===== src/rtl/core/assert_macros.svh =====
// Assertion macros shared by the queue RTL; they use the clk_i and rst_ni ports.
`ifndef ASSERT_MACROS_SVH
`define ASSERT_MACROS_SVH

// Checks that an expression holds at every clock edge outside reset.
`define ASSERT_ALWAYS(lbl, expr, msg) \
  lbl: assert property (@(posedge clk_i) disable iff (!rst_ni) (expr)) else $error(msg);

// Checks that a condition implies a consequence in the same cycle.
`define ASSERT_IMPLIES(lbl, ante, cons, msg) \
  lbl: assert property (@(posedge clk_i) disable iff (!rst_ni) (ante) |-> (cons)) \
    else $error(msg);

`endif


===== src/rtl/core/fqs_pkg.sv =====
// Package with the constants, codes and types of the searchable queue.
package fqs_pkg;

  localparam int unsigned DEPTH  = 16;
  localparam int unsigned DATA_W = 32;
  localparam int unsigned PTR_W  = (DEPTH > 1) ? $clog2(DEPTH) : 1;
  localparam int unsigned CNT_W  = $clog2(DEPTH + 1);

  localparam logic [1:0] OP_PUSH   = 2'd0;
  localparam logic [1:0] OP_POP    = 2'd1;
  localparam logic [1:0] OP_SEARCH = 2'd2;
  localparam logic [1:0] OP_CLEAR  = 2'd3;

  localparam logic [1:0] ST_OK       = 2'd0;
  localparam logic [1:0] ST_EMPTY    = 2'd1;
  localparam logic [1:0] ST_FULL     = 2'd2;
  localparam logic [1:0] ST_NOTFOUND = 2'd3;

  typedef struct packed {
    logic              we;
    logic [PTR_W-1:0]  waddr;
    logic [DATA_W-1:0] wdata;
    logic [PTR_W-1:0]  raddr;
  } fqs_mem_req_t;

  typedef struct packed {
    logic [1:0]               status;
    logic signed [DATA_W-1:0] popped_value;
    logic [CNT_W-1:0]         position;
    logic [CNT_W-1:0]         count;
    logic signed [DATA_W-1:0] front_value;
    logic                     front_valid;
  } fqs_result_t;

  function automatic logic [PTR_W-1:0] next_slot(input logic [PTR_W-1:0] p);
    logic [PTR_W-1:0] r;
    if (p == PTR_W'(DEPTH - 1)) r = '0;
    else r = p + PTR_W'(1);
    return r;
  endfunction

endpackage


===== src/rtl/core/fqs_mem.sv =====
// Entry store of the queue: one write port and one registered read port.
module fqs_mem (
  input  logic                             clk_i,
  input  fqs_pkg::fqs_mem_req_t            req_i,
  output logic [fqs_pkg::DATA_W-1:0]       rdata_o
);
  import fqs_pkg::*;

  logic [DATA_W-1:0] mem_q [DEPTH];
  logic [DATA_W-1:0] rdata_q;

  always_ff @(posedge clk_i) begin
    if (req_i.we) begin
      mem_q[req_i.waddr] <= req_i.wdata;
    end
  end

  // Read happens before the write of the same edge lands.
  always_ff @(posedge clk_i) begin
    rdata_q <= mem_q[req_i.raddr];
  end

  assign rdata_o = rdata_q;

endmodule


===== src/rtl/core/fqs_seq.sv =====
// Sequencer of the queue: pointers, count and the shared compare that walks a search.
module fqs_seq (
  input  logic                           clk_i,
  input  logic                           rst_ni,
  input  logic                           in_valid_i,
  output logic                           busy_o,
  input  logic [1:0]                     operation_i,
  input  logic signed [fqs_pkg::DATA_W-1:0] value_i,
  output fqs_pkg::fqs_mem_req_t          mem_req_o,
  input  logic [fqs_pkg::DATA_W-1:0]     mem_rdata_i,
  output logic                           res_valid_o,
  input  logic                           res_ready_i,
  output fqs_pkg::fqs_result_t           res_o
);
  import fqs_pkg::*;

  localparam logic [2:0] S_IDLE  = 3'd0;
  localparam logic [2:0] S_POPRD = 3'd1;
  localparam logic [2:0] S_SCAN  = 3'd2;
  localparam logic [2:0] S_FRONT = 3'd3;
  localparam logic [2:0] S_OUT   = 3'd4;

  logic [2:0]               state_q, state_d;
  logic [1:0]               op_q, op_d;
  logic signed [DATA_W-1:0] val_q, val_d;
  logic [PTR_W-1:0]         rd_q, rd_d;
  logic [PTR_W-1:0]         wr_q, wr_d;
  logic [CNT_W-1:0]         cnt_q, cnt_d;
  logic [1:0]               status_q, status_d;
  logic signed [DATA_W-1:0] popped_q, popped_d;
  logic [CNT_W-1:0]         pos_q, pos_d;
  logic [PTR_W-1:0]         scan_q, scan_d;
  logic [CNT_W-1:0]         issue_q, issue_d;
  logic                     cmp_vld_q, cmp_vld_d;
  logic [CNT_W-1:0]         cmp_idx_q, cmp_idx_d;
  logic                     hit;

  assign hit = (mem_rdata_i == val_q);

  always_comb begin
    state_d   = state_q;
    op_d      = op_q;
    val_d     = val_q;
    rd_d      = rd_q;
    wr_d      = wr_q;
    cnt_d     = cnt_q;
    status_d  = status_q;
    popped_d  = popped_q;
    pos_d     = pos_q;
    scan_d    = scan_q;
    issue_d   = issue_q;
    cmp_vld_d = cmp_vld_q;
    cmp_idx_d = cmp_idx_q;
    mem_req_o.we    = 1'b0;
    mem_req_o.waddr = wr_q;
    mem_req_o.wdata = value_i;
    // The read port follows the front except while a search walks the entries.
    mem_req_o.raddr = (state_q == S_SCAN) ? scan_q : rd_q;
    res_valid_o = 1'b0;

    unique case (state_q)
      S_IDLE: begin
        if (in_valid_i) begin
          op_d      = operation_i;
          val_d     = value_i;
          popped_d  = '0;
          pos_d     = '0;
          status_d  = ST_OK;
          cmp_vld_d = 1'b0;
          state_d   = S_FRONT;
          unique case (operation_i)
            OP_PUSH: begin
              if (cnt_q == CNT_W'(DEPTH)) begin
                status_d = ST_FULL;
              end else begin
                mem_req_o.we = 1'b1;
                wr_d  = next_slot(wr_q);
                cnt_d = cnt_q + CNT_W'(1);
              end
            end
            OP_POP: begin
              if (cnt_q == '0) status_d = ST_EMPTY;
              else state_d = S_POPRD;
            end
            OP_SEARCH: begin
              status_d = ST_NOTFOUND;
              if (cnt_q != '0) begin
                scan_d  = rd_q;
                issue_d = '0;
                state_d = S_SCAN;
              end
            end
            OP_CLEAR: begin
              rd_d  = '0;
              wr_d  = '0;
              cnt_d = '0;
            end
            default: ;
          endcase
        end
      end
      S_POPRD: begin
        popped_d = mem_rdata_i;
        rd_d     = next_slot(rd_q);
        cnt_d    = cnt_q - CNT_W'(1);
        state_d  = S_FRONT;
      end
      S_SCAN: begin
        // One read is issued per cycle; the word read last cycle is compared now.
        if (issue_q != cnt_q) begin
          scan_d    = next_slot(scan_q);
          issue_d   = issue_q + CNT_W'(1);
          cmp_vld_d = 1'b1;
          cmp_idx_d = issue_q;
        end else begin
          cmp_vld_d = 1'b0;
        end
        if (cmp_vld_q) begin
          if (hit) begin
            pos_d    = cmp_idx_q + CNT_W'(1);
            status_d = ST_OK;
            state_d  = S_FRONT;
          end else if (cmp_idx_q + CNT_W'(1) == cnt_q) begin
            state_d = S_FRONT;
          end
        end
      end
      S_FRONT: begin
        state_d = S_OUT;
      end
      S_OUT: begin
        res_valid_o = 1'b1;
        if (res_ready_i) state_d = S_IDLE;
      end
      default: state_d = S_IDLE;
    endcase
  end

  always_ff @(posedge clk_i or negedge rst_ni) begin
    if (!rst_ni) begin
      state_q   <= S_IDLE;
      rd_q      <= '0;
      wr_q      <= '0;
      cnt_q     <= '0;
      cmp_vld_q <= 1'b0;
    end else begin
      state_q   <= state_d;
      rd_q      <= rd_d;
      wr_q      <= wr_d;
      cnt_q     <= cnt_d;
      cmp_vld_q <= cmp_vld_d;
    end
  end

  always_ff @(posedge clk_i) begin
    op_q      <= op_d;
    val_q     <= val_d;
    status_q  <= status_d;
    popped_q  <= popped_d;
    pos_q     <= pos_d;
    scan_q    <= scan_d;
    issue_q   <= issue_d;
    cmp_idx_q <= cmp_idx_d;
  end

  assign busy_o = (state_q != S_IDLE);

  assign res_o.status       = status_q;
  assign res_o.popped_value = popped_q;
  assign res_o.position     = pos_q;
  assign res_o.count        = cnt_q;
  assign res_o.front_valid  = (cnt_q != '0);
  assign res_o.front_value  = (cnt_q != '0) ? signed'(mem_rdata_i) : '0;

  `include "assert_macros.svh"

  `ASSERT_ALWAYS(a_cnt_bound, cnt_q <= CNT_W'(DEPTH), "entry count above depth")
  `ASSERT_IMPLIES(a_ptr_match, (cnt_q == '0) || (cnt_q == CNT_W'(DEPTH)), rd_q == wr_q, "pointers differ on empty or full queue")
  `ASSERT_IMPLIES(a_hit_pos, res_valid_o && op_q == OP_SEARCH && status_q == ST_OK, pos_q != '0 && pos_q <= cnt_q, "search hit outside held entries")

endmodule


===== src/rtl/core/fifo_queue_with_search.sv =====
// Top level of the searchable queue: sequencer, entry store and output register.
//
//  channel | direction | handshake               | words
//  in      | into      | in_valid_i / in_stall_o | operation_i, value_i
//  out     | out of    | out_valid_o/out_stall_i | status, popped, position, count, front
//
// A push or clear word passes the sequencer states S_FRONT and S_OUT into the output register;
// a pop on a non-empty queue first passes S_POPRD, and a search on one first walks S_SCAN.
// The search time is set by the single read port of the entry store, walked one entry a cycle.
// Reset clears pointers, count and the output valid flag; stored words are not cleared.
// The next input word can be taken in the cycle after the previous result has moved into the
// output register, so a stalled output register stalls the input as well.
module fifo_queue_with_search (
  input  logic                              clk_i,
  input  logic                              rst_ni,
  input  logic                              in_valid_i,
  output logic                              in_stall_o,
  input  logic [1:0]                        operation_i,
  input  logic signed [fqs_pkg::DATA_W-1:0] value_i,
  output logic                              out_valid_o,
  input  logic                              out_stall_i,
  output logic [1:0]                        status_o,
  output logic signed [fqs_pkg::DATA_W-1:0] popped_value_o,
  output logic [fqs_pkg::CNT_W-1:0]         position_o,
  output logic [fqs_pkg::CNT_W-1:0]         count_o,
  output logic signed [fqs_pkg::DATA_W-1:0] front_value_o,
  output logic                              front_valid_o
);
  import fqs_pkg::*;

  fqs_mem_req_t      mem_req;
  logic [DATA_W-1:0] mem_rdata;
  logic              res_valid;
  logic              res_ready;
  fqs_result_t       res;
  fqs_result_t       res_q;
  logic              out_valid_q, out_valid_d;
  logic              busy;

  fqs_seq u_seq (
    .clk_i       (clk_i),
    .rst_ni      (rst_ni),
    .in_valid_i  (in_valid_i),
    .busy_o      (busy),
    .operation_i (operation_i),
    .value_i     (value_i),
    .mem_req_o   (mem_req),
    .mem_rdata_i (mem_rdata),
    .res_valid_o (res_valid),
    .res_ready_i (res_ready),
    .res_o       (res)
  );

  fqs_mem u_mem (
    .clk_i   (clk_i),
    .req_i   (mem_req),
    .rdata_o (mem_rdata)
  );

  assign res_ready = !out_valid_q || !out_stall_i;

  always_comb begin
    out_valid_d = out_valid_q;
    if (res_valid && res_ready) out_valid_d = 1'b1;
    else if (!out_stall_i) out_valid_d = 1'b0;
  end

  always_ff @(posedge clk_i or negedge rst_ni) begin
    if (!rst_ni) begin
      out_valid_q <= 1'b0;
    end else begin
      out_valid_q <= out_valid_d;
    end
  end

  always_ff @(posedge clk_i) begin
    if (res_valid && res_ready) res_q <= res;
  end

  assign in_stall_o     = busy;
  assign out_valid_o    = out_valid_q;
  assign status_o       = res_q.status;
  assign popped_value_o = res_q.popped_value;
  assign position_o     = res_q.position;
  assign count_o        = res_q.count;
  assign front_value_o  = res_q.front_value;
  assign front_valid_o  = res_q.front_valid;

  `include "assert_macros.svh"

  `ASSERT_IMPLIES(a_front_flag, out_valid_o, front_valid_o == (count_o != '0), "bad front flag")

endmodule


===== config.mk =====
export PLATFORM = sky130hd
export DESIGN_NAME = fifo_queue_with_search
export DESIGN_NICKNAME = d
export VERILOG_FILES = /design/src/rtl/core/fqs_pkg.sv /design/src/rtl/core/fqs_mem.sv /design/src/rtl/core/fqs_seq.sv /design/src/rtl/core/fifo_queue_with_search.sv
export VERILOG_INCLUDE_DIRS = /design/src /design/src/rtl/core
export SDC_FILE = /design/constraint.sdc
export NUM_CORES = 1
export LEC_CHECK = 0
export ABC_AREA = 0
export BUFFER_PORTS_ARGS = -buffer_cell sky130_fd_sc_hd__buf_2
export CORE_AREA = 4 4 312 314
export CTS_BUF_LIST = sky130_fd_sc_hd__clkbuf_16
export DETAILED_ROUTE_END_ITERATION = 10
export DIE_AREA = 0 0 316 318
export HOLD_SLACK_MARGIN = 0.06
export PLACE_DENSITY = 0.42
export SLEW_MARGIN = 20
export SYNTH_ARGS = -nofsm -noshare
export SYNTH_HDL_FRONTEND = slang
export SYNTH_SLANG_ARGS = --single-unit
export TNS_END_PERCENT = 10

===== constraint.sdc =====
create_clock -name clk_i -period 6.66 [get_ports clk_i]
set_input_delay 1.332 -clock clk_i [delete_from_list [all_inputs] [get_ports clk_i]]
set_output_delay 1.332 -clock clk_i [all_outputs]
set_load 0.05 [all_outputs]

==> parameters.txt, run 1 <==
Parameter                              Value

Floorplan
  FP Rows    113
  Ports placed on the boundary    117
  Die outline area    0.100 mm2
  DIE WIDTH    316 um
  Initial core utilization    0.298
  Height of the die    318 um
  Placeable Area    0.0946 mm2

Pwr
  Switching Share    0.369
  Power density relative to cell area    467 mW/mm2
  Combinational share of power    0.327
  Cell Int Power    9720 uW
  Maximum ir drop on the vdd rail    0.319 mV
  Power share of the clock group    0.281
  Sequential power share    0.391
  Leakage    0.0117 uW
  Sw Pwr    5680 uW

Detailed routing
  First-pass DRT Iterations    5
  Routed wire length    76.1 mm
  Average wire per standard cell    22.8 um
  Remaining routing DRC violations    0
  Number of vias per cell    4.74
  Antenna-violating nets left    0
  Count of vias placed by the detailed router    15800
  Initial detailed-routing violation count    1203

Worst setup path
  Classification of the worst setup path    reg -> reg
  CP Data Arrival Time    4.48 ns
  Flop2flop setup slack    2.75 ns
  Sort of element at the end of the critical path    register
  Critical path data required time    7.22 ns
  Largest fanout on the critical path    29
  Startpoint Class    register

CTS
  Clock-pin slew on the worst setup and hold paths    0.06 ns
  TritonCTS clock tree    done
  Clock root buffer    sky130_fd_sc_hd__clkbuf_16
  Clock sink total    724
  Postcts setup bufs    0
  Clock Path Buffers    3
  CTS Buf Count    81
  Later-pin clock latency in the skew report    0.62 ns
  Number of hold-repair buffers added at the cts stage    0
  Number of cells upsized or downsized after cts    0
  Maximum level of the CTS H-tree    3

Placed design
  Routability Congestion    0.738
  Number of placed cells counting well taps    3180
  Input/output buffers    116
  Half-perimeter wire length after placement    45.7 mm

Status
  Outcome    complete, no violations

Yosys
  Async SR Flop Fraction    0.0249
  Largest cells by area after synthesis    sky130_fd_sc_hd__edfxtp_1, sky130_fd_sc_hd__mux2i_1, sky130_fd_sc_hd__nand2_1, sky130_fd_sc_hd__nand3_1, sky130_fd_sc_hd__dfxtp_1
  Number of synthesis warnings    0
  Number of flops mapped to enable cells by yosys    674
  Most used standard cell by instance count after synthesis    sky130_fd_sc_hd__edfxtp_1
  Number of instances in the synthesized netlist    1858
  Number of distinct library cells after synthesis    54
  Netlist Area Pre-Place    0.0282 mm2
  Top cell types by occurrence after synthesis    sky130_fd_sc_hd__edfxtp_1, sky130_fd_sc_hd__nand2_1, sky130_fd_sc_hd__nand3_1
  Top_reg_cell synth    sky130_fd_sc_hd__edfxtp_1
  Number of storage elements in the synthesis netlist    724
  Sequential area share after synthesis    0.757
  Syn nets    1911
  Largest area contributor in the netlist    sky130_fd_sc_hd__edfxtp_1
  Avg Synthesized Cell Area    15.2 um2
  Fraction of synthesized cell area taken by the top area cell type    0.718

Global routing
  Via count of the first global-routing pass    16100
  Total routing resource utilization after global routing    0.150
  Wire length of the first global-routing pass    111 mm
  Antenna violations before repair    3
  GR Overflow Total    0
  Largest net degree at the start of global routing    89

Timing
  Setup_tns    0 ns
  Normalized max-slew margin    0.342
  Setup Viol. Count Final    0
  Final-report hold violation count    0
  Post-route fraction of the period consumed by the critical path    0.588
  Smallest hold slack    0.416 ns
  Min Clock Period, post-route    3.91 ns
  Clock skew after layout    0.0309 ns
  Max Fclk    255 MHz
  RSZ-0062 raised after global routing    false
  Number of max-slew violations in the final report    0
  Transition at the pin with the smallest max-transition slack    0.988 ns

Cells and area
  Number of nets in the layout    2051
  Signed area change from the synthesized netlist to the final layout    17.0%
  Share of layout cells above drive strength 1    0.155
  Number of standard cells in the layout, taps in and fillers out    3332

Min path
  Tightest Hold Check Type    reg -> reg

Job
  Maximum Capacitance Violations    0
## power groups by stage
| stage | sequential, uW | clock (uW) | combinational [uW] |
|---|---|---|---|
| floorplan | 6050 | 0 | 3410 |
| global placement | 6120 | 0 | 5090 |
| detailed placement | 6120 | 0 | 5120 |
| CTS | 6030 | 4470 | 5130 |
| global route | 6080 | 4670 | 5540 |
| finish | 6020 | 4330 | 5040 |
## registers in the layout, indices dropped and copies added (netlist names), 3 cells and up
signal           count
u_seq.cnt_q          5
u_seq.state_q        3
u_seq.wr_q           4
count_o              5
u_seq.cmp_idx_q      5
position_o           5
u_mem.mem_q        512
u_seq.scan_q         4
u_seq.rd_q           4
u_seq.popped_q      32
u_seq.issue_q        5
u_mem.rdata_o       32
u_seq.pos_q          5
front_value_o       32
u_seq.val_q         32
popped_value_o      32
## routing by layer
| layer | part of all wire | vias up | track usage |
|---|---|---|---|
| li1 | - | 7278 | - |
| met2 | 0.46 | 387 | 0.235 |
| met3 | 0.052 | 105 | 0.0285 |
| met5 | 0 | - | 0 |
| met1 | 0.47 | 8022 | 0.215 |
| met4 | 0.018 | 0 | 0.0368 |
## layout make-up
type | instances | area (um2)
Fill cell | 9052 | 61600
Sequential cell | 724 | 21300
Multi-Input combinational cell | 1023 | 6440
Clock buffer | 84 | 2100
Tap cell | 1265 | 1580
Timing Repair Buffer | 159 | 981
Clock inverter | 65 | 483
Inverter | 9 | 33.8
Antenna cell | 3 | 7.51
## cell usage in the layout (no fill, tap or decap), types with 3 or more instances in the layout
| cell type | synthesis | final |
|---|---|---|
| sky130_fd_sc_hd__clkinv_1 | 0 | 20 |
| sky130_fd_sc_hd__a21o_1 | 4 | 4 |
| sky130_fd_sc_hd__a221oi_1 | 37 | 37 |
| sky130_fd_sc_hd__edfxtp_1 | 674 | 674 |
| sky130_fd_sc_hd__a211oi_1 | 12 | 12 |
| sky130_fd_sc_hd__nand3b_1 | 3 | 3 |
| sky130_fd_sc_hd__xnor2_1 | 9 | 9 |
| sky130_fd_sc_hd__o21ai_1 | 14 | 15 |
| sky130_fd_sc_hd__dfrtp_1 | 18 | 18 |
| sky130_fd_sc_hd__inv_1 | 9 | 25 |
| sky130_fd_sc_hd__xor2_1 | 40 | 40 |
| sky130_fd_sc_hd__mux2i_1 | 139 | 138 |
| sky130_fd_sc_hd__bufinv_16 | 0 | 7 |
| sky130_fd_sc_hd__dfxtp_1 | 32 | 32 |
| sky130_fd_sc_hd__and2_1 | 38 | 36 |
| sky130_fd_sc_hd__buf_4 | 8 | 38 |
| sky130_fd_sc_hd__a21oi_1 | 27 | 26 |
| sky130_fd_sc_hd__nand2b_1 | 4 | 4 |
| sky130_fd_sc_hd__diode_2 | 0 | 3 |
| sky130_fd_sc_hd__nor2b_1 | 33 | 32 |
| sky130_fd_sc_hd__nand3_1 | 208 | 208 |
| sky130_fd_sc_hd__a22o_1 | 4 | 4 |
| sky130_fd_sc_hd__a31oi_1 | 6 | 6 |
| sky130_fd_sc_hd__mux2i_4 | 2 | 3 |
| sky130_fd_sc_hd__nor3_2 | 0 | 4 |
| sky130_fd_sc_hd__o21ai_0 | 36 | 35 |
| sky130_fd_sc_hd__nor2_4 | 0 | 14 |
| sky130_fd_sc_hd__buf_12 | 1 | 3 |
| sky130_fd_sc_hd__nand4_1 | 3 | 3 |
| sky130_fd_sc_hd__ha_1 | 15 | 15 |
| sky130_fd_sc_hd__a221oi_2 | 14 | 14 |
| sky130_fd_sc_hd__buf_2 | 31 | 116 |
| sky130_fd_sc_hd__nand2_1 | 293 | 292 |
| sky130_fd_sc_hd__nor2_1 | 40 | 28 |
| sky130_fd_sc_hd__clkbuf_16 | 0 | 84 |
| sky130_fd_sc_hd__clkinv_2 | 0 | 16 |
| sky130_fd_sc_hd__nor4_1 | 10 | 10 |
## worst max-delay path: stages, from the launching register on
cell	delay [ns]
sky130_fd_sc_hd__dfrtp_1	0.51
sky130_fd_sc_hd__or3b_1	0.81
sky130_fd_sc_hd__mux2i_4	0.65
sky130_fd_sc_hd__buf_4	0.53
sky130_fd_sc_hd__mux2i_1	0.16
sky130_fd_sc_hd__a221oi_1	0.82
sky130_fd_sc_hd__o21ai_0	0.20
sky130_fd_sc_hd__nand3_1	0.13
## kinds of logic (layout without fill, tap and decap cells)
kind of cell	after synthesis	count (layout)	synth area share
fa+ha+maj	15	15	0.00666
compound gates	169	169	0.0439
other cells	0	3	0
buf+inv	111	317	0.0203
xor+xnor	49	49	0.0152
flops	724	724	0.757
mux	144	144	0.0522
simple gates	646	646	0.105
## stage by stage
| step | setup WS (ns) | utilization | total power, uW | instance area, um2 |
|---|---|---|---|---|
| finish | 2.75 | 0.348 | 15400 | 33000 |
| global route | 2.51 | 0.348 | 16300 | 33000 |
| detailed placement | 2.51 | 0.321 | 11200 | 30400 |
| global placement | 2.49 | 0.320 | 11200 | 30300 |
| floorplan | 1.04 | - | 9460 | 28200 |
| CTS | 2.78 | 0.348 | 15600 | 33000 |
## path summary, 6_finish.rpt
check | from | to | cells past startpoint
setup / recovery | u_seq.state_q[2] | u_mem.rdata_o[28] | 7
hold / removal | u_seq.popped_q[2] | popped_value_o[2] | 0
setup reg to reg | u_seq.state_q[2] | u_mem.rdata_o[28] | 7
hold reg to reg | u_seq.popped_q[2] | popped_value_o[2] | 0
max in group asynchronous | rst_ni | u_seq.wr_q[2] | 1
min in group asynchronous | rst_ni | u_seq.wr_q[3] | 1
Power figures use the tool's default switching activity.
==> inputs of run 2 (changes only) <==
clock period = 4 ns   (was 6.66 ns; I/O delays follow)
==> parameters.txt, run 2 (synthesis results as in run 1) <==
Parameter                              Value

Placed design
  Post-place instance area    0.0307 mm2 (was 0.0304 mm2)
  Half-perimeter wire length after placement    42.3 mm (was 45.7 mm)
  Number of placed cells counting well taps    3187 (was 3180)
  Worst slack, placed    0.801 ns (was 2.51 ns)
  Input/output buffers    116 (unchanged)
  Routability Congestion    0.724 (was 0.738)

Pwr
  Maximum ir drop on the vdd rail    0.530 mV (was 0.319 mV)
  Power density relative to cell area    763 mW/mm2 (was 467 mW/mm2)
  Leakage    0.0117 uW (about the same)

Detailed routing
  Antenna-violating nets left    0 (unchanged)
  First-pass DRT Iterations    5 (unchanged)
  Count of vias placed by the detailed router    15600 (was 15800)
  Routed wire length    76.5 mm (was 76.1 mm)
  Initial detailed-routing violation count    966 (was 1203)
  Average wire per standard cell    22.9 um (was 22.8 um)
  Number of vias per cell    4.69 (was 4.74)
  Remaining routing DRC violations    0 (unchanged)

Global routing
  Antenna violations before repair    7 (was 3)
  Via count of the first global-routing pass    15800 (was 16100)
  Total routing resource utilization after global routing    0.151 (was 0.150)
  GR Overflow Total    0 (unchanged)
  Wire length of the first global-routing pass    111 mm (about the same)
  Largest net degree at the start of global routing    67 (was 89)

Cells and area
  Share of layout cells above drive strength 1    0.154 (was 0.155)
  Largest Register    u_mem.mem_q (unchanged)
  Cell area after layout    0.0331 mm2 (was 0.0330 mm2)
  Number of standard cells in the layout, taps in and fillers out    3333 (was 3332)
  Area of the multi-input gates    0.00646 mm2 (was 0.00644 mm2)
  FILL cells    9032 (was 9052)
  Most frequent standard cell in the layout excluding fill and tap cells    sky130_fd_sc_hd__edfxtp_1 (unchanged)
  Combined flip-flop and latch cell area    0.0213 mm2 (unchanged)
  Flip-flop count of the largest register, all copies and words added    512 (unchanged)
  Top library cells by usage in the layout, fill and taps aside    sky130_fd_sc_hd__edfxtp_1, sky130_fd_sc_hd__nand2_1, sky130_fd_sc_hd__nand3_1 (unchanged)
  Signed area change from the synthesized netlist to the final layout    17.5% (was 17.0%)
  Number of nets in the layout    2056 (was 2051)

CTS
  Clock root buffer    sky130_fd_sc_hd__clkbuf_16 (unchanged)
  Number of hold-repair buffers added at the cts stage    0 (unchanged)
  Number of cells upsized or downsized after cts    0 (unchanged)
  Clock Path Buffers    3 (unchanged)
  Postcts setup bufs    0 (unchanged)
  TritonCTS clock tree    done (unchanged)
  Clock sink total    724 (unchanged)
  Later-pin clock latency in the skew report    0.64 ns (was 0.62 ns)
  CTS Buf Count    79 (was 81)
  Maximum level of the CTS H-tree    3 (unchanged)
  Clock-pin slew on the worst setup and hold paths    0.06 ns (about the same)

Timing
  Setup Viol. Count Final    0 (unchanged)
  Smallest hold slack    0.126 ns (was 0.416 ns)
  Min Clock Period, post-route    3.27 ns (was 3.91 ns)
  Normalized max-slew margin    0.375 (was 0.342)
  RSZ-0062 raised after global routing    false (unchanged)
  Post-route fraction of the period consumed by the critical path    0.816 (was 0.588)
  Transition at the pin with the smallest max-transition slack    0.935 ns (was 0.988 ns)
  Setup ws final    0.734 ns (was 2.75 ns)
  Setup_tns    0 ns (unchanged)
  Number of max-slew violations in the final report    0 (unchanged)
  Final-report hold violation count    0 (unchanged)
  Max Fclk    306 MHz (was 255 MHz)
  Clock skew after layout    0.0246 ns (was 0.0309 ns)

Worst setup path
  Classification of the worst setup path    reg -> reg (unchanged)
  Sort of element at the end of the critical path    register (unchanged)
  Startpoint Class    register (unchanged)
  CP Data Arrival Time    3.83 ns (was 4.48 ns)
  Largest fanout on the critical path    48 (was 29)
  Critical path data required time    4.56 ns (was 7.22 ns)

Status
  Outcome    complete, no violations (unchanged)

Floorplan
  Die outline area    0.100 mm2 (unchanged)
  Initial core utilization    0.298 (unchanged)
  Height of the die    318 um (unchanged)
  FP Rows    113 (unchanged)
  DIE WIDTH    316 um (unchanged)
  Ports placed on the boundary    117 (unchanged)
  Placeable Area    0.0946 mm2 (unchanged)

Job
  Maximum Capacitance Violations    0 (unchanged)

Min path
  Tightest Hold Check Type    in -> async (was reg -> reg)
==> run 2: cell count changes in the layout (fill, tap and decap cells not counted), moves of 3 or more <==
cell | before | now
sky130_fd_sc_hd__clkinv_1 | 20 | 13
sky130_fd_sc_hd__buf_4 | 38 | 26
sky130_fd_sc_hd__buf_12 | 3 | 24
sky130_fd_sc_hd__inv_1 | 25 | 34
sky130_fd_sc_hd__clkbuf_16 | 84 | 80
sky130_fd_sc_hd__bufinv_16 | 7 | 4
sky130_fd_sc_hd__nor3_4 | 0 | 4
sky130_fd_sc_hd__clkinv_2 | 16 | 13
sky130_fd_sc_hd__nor3_2 | 4 | 0
==> run 2: cell type report <==
| cell class | instances | share of cell area |
|---|---|---|
| flip-flops and latches | 724 | 0.644 |
| multi-input cells | 1023 | 0.195 |
| clock buffers | 80 | 0.0605 |
| well taps | 1265 | 0.0478 |
| repair buffers | 166 | 0.0379 |
| clock inverters | 62 | 0.0129 |
| inverters | 9 | 0.00102 |
| diodes | 4 | 0.000302 |
==> run 2: critical path: stages (launching register included) <==
cell and delay [ns]:
sky130_fd_sc_hd__dfrtp_1 0.48, sky130_fd_sc_hd__or3b_1 0.68, sky130_fd_sc_hd__buf_4 0.30, sky130_fd_sc_hd__mux2i_4 0.33, sky130_fd_sc_hd__buf_12 0.22, sky130_fd_sc_hd__buf_12 0.29
sky130_fd_sc_hd__mux2i_1 0.13, sky130_fd_sc_hd__a221oi_1 0.46, sky130_fd_sc_hd__nand3_1 0.14, sky130_fd_sc_hd__nand3_1 0.11
==> run 2: through the flow <==
stage	utilization	power [uW]
floorplan	-	15700
global placement	0.324	18700
detailed placement	0.324	18700
CTS	0.350	25700
global route	0.350	26700
finish	0.350	25300
==> run 2: where the power goes <==
part           internal, uW  switching, uW
Clock                  3890           2960
Combinational          2840           5540
Sequential             9290            748
Total                 16000           9250
==> run 2: path summary, 6_finish.rpt <==
kind / slack (ns) / to / from / cells past startpoint
setup / recovery: 0.73 / u_mem.rdata_o[20] / u_seq.state_q[0] / 9
hold / removal: 0.13 / u_seq.wr_q[0] / rst_ni / 1
setup reg to reg: 0.73 / u_mem.rdata_o[20] / u_seq.state_q[0] / 9
hold reg to reg: 0.42 / popped_value_o[15] / u_seq.popped_q[15] / 0
max in group asynchronous: 3.55 / u_seq.cnt_q[2] / rst_ni / 1
min in group clk_i: 0.42 / popped_value_o[15] / u_seq.popped_q[15] / 0
==> run 2: metal layers <==
layer	routed length, um	GRT usage
met5	30	0
met4	1510	0.0393
met3	4120	0.0310
met2	36900	0.250
met1	33900	0.201
==> inputs of run 3 (changes only) <==
clock period = 3.2 ns   (was 4 ns; I/O delays follow)
==> parameters.txt, run 3 (synthesis results as in run 1) <==
Parameter                              Value

CTS
  Clock sink total    724 (unchanged)
  Clock-pin slew on the worst setup and hold paths    0.06 ns (about the same)
  TritonCTS clock tree    done (unchanged)
  Number of cells upsized or downsized after cts    0 (unchanged)
  Later-pin clock latency in the skew report    0.63 ns (was 0.64 ns)
  CTS Buf Count    77 (was 79)
  Clock Path Buffers    3 (unchanged)
  Maximum level of the CTS H-tree    3 (unchanged)
  Clock root buffer    sky130_fd_sc_hd__clkbuf_16 (unchanged)

Cells and area
  Share of layout cells above drive strength 1    0.174 (was 0.154)
  Flip-flop count of the largest register, all copies and words added    512 (unchanged)
  Signed area change from the synthesized netlist to the final layout    19.0% (was 17.5%)
  FILL cells    8996 (was 9032)
  Largest Register    u_mem.mem_q (unchanged)
  Top library cells by usage in the layout, fill and taps aside    sky130_fd_sc_hd__edfxtp_1, sky130_fd_sc_hd__nand2_1, sky130_fd_sc_hd__nand3_1 (unchanged)
  Number of nets in the layout    2095 (was 2056)
  Most frequent standard cell in the layout excluding fill and tap cells    sky130_fd_sc_hd__edfxtp_1 (unchanged)

Placed design
  Worst slack, placed    0.394 ns (was 0.801 ns)
  Half-perimeter wire length after placement    47.6 mm (was 42.3 mm)
  Input/output buffers    116 (unchanged)
  Routability Congestion    0.754 (was 0.724)

Timing
  Setup_tns    0 ns (unchanged)
  Smallest hold slack    0.314 ns (was 0.126 ns)
  Transition at the pin with the smallest max-transition slack    0.776 ns (was 0.935 ns)
  Clock skew after layout    0.0178 ns (was 0.0246 ns)
  Normalized max-slew margin    0.480 (was 0.375)
  RSZ-0062 raised after global routing    false (unchanged)
  Setup ws final    0.348 ns (was 0.734 ns)
  Min Clock Period, post-route    2.85 ns (was 3.27 ns)
  Number of max-slew violations in the final report    0 (unchanged)
  Max Fclk    351 MHz (was 306 MHz)
  Post-route fraction of the period consumed by the critical path    0.891 (was 0.816)
  Final-report hold violation count    0 (unchanged)
  Setup Viol. Count Final    0 (unchanged)

Worst setup path
  Startpoint Class    register (unchanged)
  Sort of element at the end of the critical path    register (unchanged)
  Most numerous cell on the critical path    sky130_fd_sc_hd__nand3_1
  Series of cell instances along the critical path    or3b_1 -> mux2i_4 -> buf_12 -> mux2i_1 -> a221oi_1 -> nand3_1 -> nand3_1 (was or3b_1 -> buf_4 -> mux2i_4 -> buf_12 -> buf_12 -> mux2i_1 -> a221oi_1 -> nand3_1 -> nand3_1)
  Classification of the worst setup path    reg -> reg (unchanged)
  Gate family responsible for the most delay along the worst path    simple AND/OR/NAND/NOR gates (unchanged)
  Critical path data required time    3.76 ns (was 4.56 ns)
  Largest fanout on the critical path    30 (was 48)
  Critical path's slowest cell    sky130_fd_sc_hd__or3b_1 (unchanged)
  Biggest cell delay along the critical path    0.60 ns (was 0.68 ns)
  Flop2flop setup slack    0.35 ns (was 0.73 ns)
  CP Data Arrival Time    3.42 ns (was 3.83 ns)
  Number of buffer and inverter stages on the critical path    1 (was 3)

Pwr
  Switching Share    0.369 (was 0.366)
  Sw Pwr    11900 uW (was 9250 uW)
  Sequential power share    0.386 (was 0.397)
  Power share of the clock group    0.266 (was 0.271)
  Overall Power    32200 uW (was 25300 uW)
  Maximum ir drop on the vdd rail    0.590 mV (was 0.530 mV)
  Combinational share of power    0.348 (was 0.332)
  Cell Int Power    20400 uW (was 16000 uW)
  Leakage    0.0119 uW (was 0.0117 uW)
  Power density relative to cell area    961 mW/mm2 (was 763 mW/mm2)

Floorplan
  Placeable Area    0.0946 mm2 (unchanged)
  Die outline area    0.100 mm2 (unchanged)
  Ports placed on the boundary    117 (unchanged)
  DIE WIDTH    316 um (unchanged)
  Height of the die    318 um (unchanged)
  FP Rows    113 (unchanged)
  Initial core utilization    0.298 (unchanged)

Detailed routing
  Average wire per standard cell    23.4 um (was 22.9 um)
  Count of vias placed by the detailed router    16000 (was 15600)
  Initial detailed-routing violation count    1383 (was 966)
  Number of vias per cell    4.74 (was 4.69)
  Antenna-violating nets left    0 (unchanged)
  First-pass DRT Iterations    5 (unchanged)
  Routed wire length    79.1 mm (was 76.5 mm)
  Remaining routing DRC violations    0 (unchanged)

Global routing
  Antenna violations before repair    10 (was 7)
  Via count of the first global-routing pass    16000 (was 15800)
  Total routing resource utilization after global routing    0.156 (was 0.151)
  GR Overflow Total    0 (unchanged)
  Largest net degree at the start of global routing    59 (was 67)
  Wire length of the first global-routing pass    115 mm (was 111 mm)

Min path
  Tightest Hold Check Type    in -> reg (was in -> async)

Status
  Outcome    complete, no violations (unchanged)

Job
  Maximum Capacitance Violations    0 (unchanged)
==> run 3: cell types whose count changed in the layout (fill, tap and decap cells not counted), sizes merged <==
| cell | delta |
|---|---|
| buf | +40 |
| clkinvlp | +5 |
| diode | +2 |
| dlygate4sd3 | +1 |
| inv | -7 |
==> run 3: worst paths after layout <==
| check | start | end | cells past startpoint |
|---|---|---|---|
| max | u_seq.state_q[2] | u_mem.rdata_o[11] | 7 |
| min | out_stall_i | out_valid_o | 3 |
| max reg2reg | u_seq.state_q[2] | u_mem.rdata_o[11] | 7 |
| min reg2reg | u_seq.popped_q[26] | popped_value_o[26] | 0 |
| max in group asynchronous | rst_ni | u_seq.cnt_q[3] | 2 |
| min in group asynchronous | rst_ni | out_valid_o | 2 |
==> run 3: layout make-up <==
cell class	count	area, um2	area share
sequential	724	21300	0.636
multi-input combinational	1023	6460	0.193
clock buffer	80	2000	0.0597
timing repair buffer	207	1690	0.0505
tap	1265	1580	0.0472
clock inverter	60	413	0.0123
inverter	9	33.8	0.00101
antenna	6	15.0	0.000448
==> run 3: layer usage <==
layer / vias up / global-route usage / share of wire
met5: - / 0 / 0.00049
met4: 8 / 0.0433 / 0.020
met3: 110 / 0.0235 / 0.046
met2: 372 / 0.251 / 0.47
met1: 8158 / 0.219 / 0.46
li1: 7347 / - / -
==> run 3: repair_timing <==
item                      CTS  global route
hold buffers                1             0
buffers inserted            0             0
hold endpoints to repair   18             0
==> run 3: power groups by stage <==
| stage | Clock [uW] | Combinational (uW) | Sequential [uW] |
|---|---|---|---|
| 5_1_grt | 9240 | 12200 | 12500 |
| 4_1_cts | 8850 | 11400 | 12500 |
| 3_3_place_gp | 0 | 11300 | 12700 |
| 3_5_place_dp | 0 | 11400 | 12700 |
| 2_1_floorplan | 0 | 7110 | 12600 |
| 6_report | 8580 | 11200 | 12500 |
==> run 3: tightest hold or removal path: stages <==
cell and delay [ns]:
sky130_fd_sc_hd__buf_2 0.13, sky130_fd_sc_hd__nand2_1 0.07, sky130_fd_sc_hd__nand2_1 0.06
==> run 3: through the flow <==
step	utilization	area (um2)	cells
3_5_place_dp	0.329	31100	3227
6_report	0.354	33500	3374
3_3_place_gp	0.329	31100	3227
4_1_cts	0.354	33500	3368
2_1_floorplan	-	28300	1858
5_1_grt	0.354	33500	3368
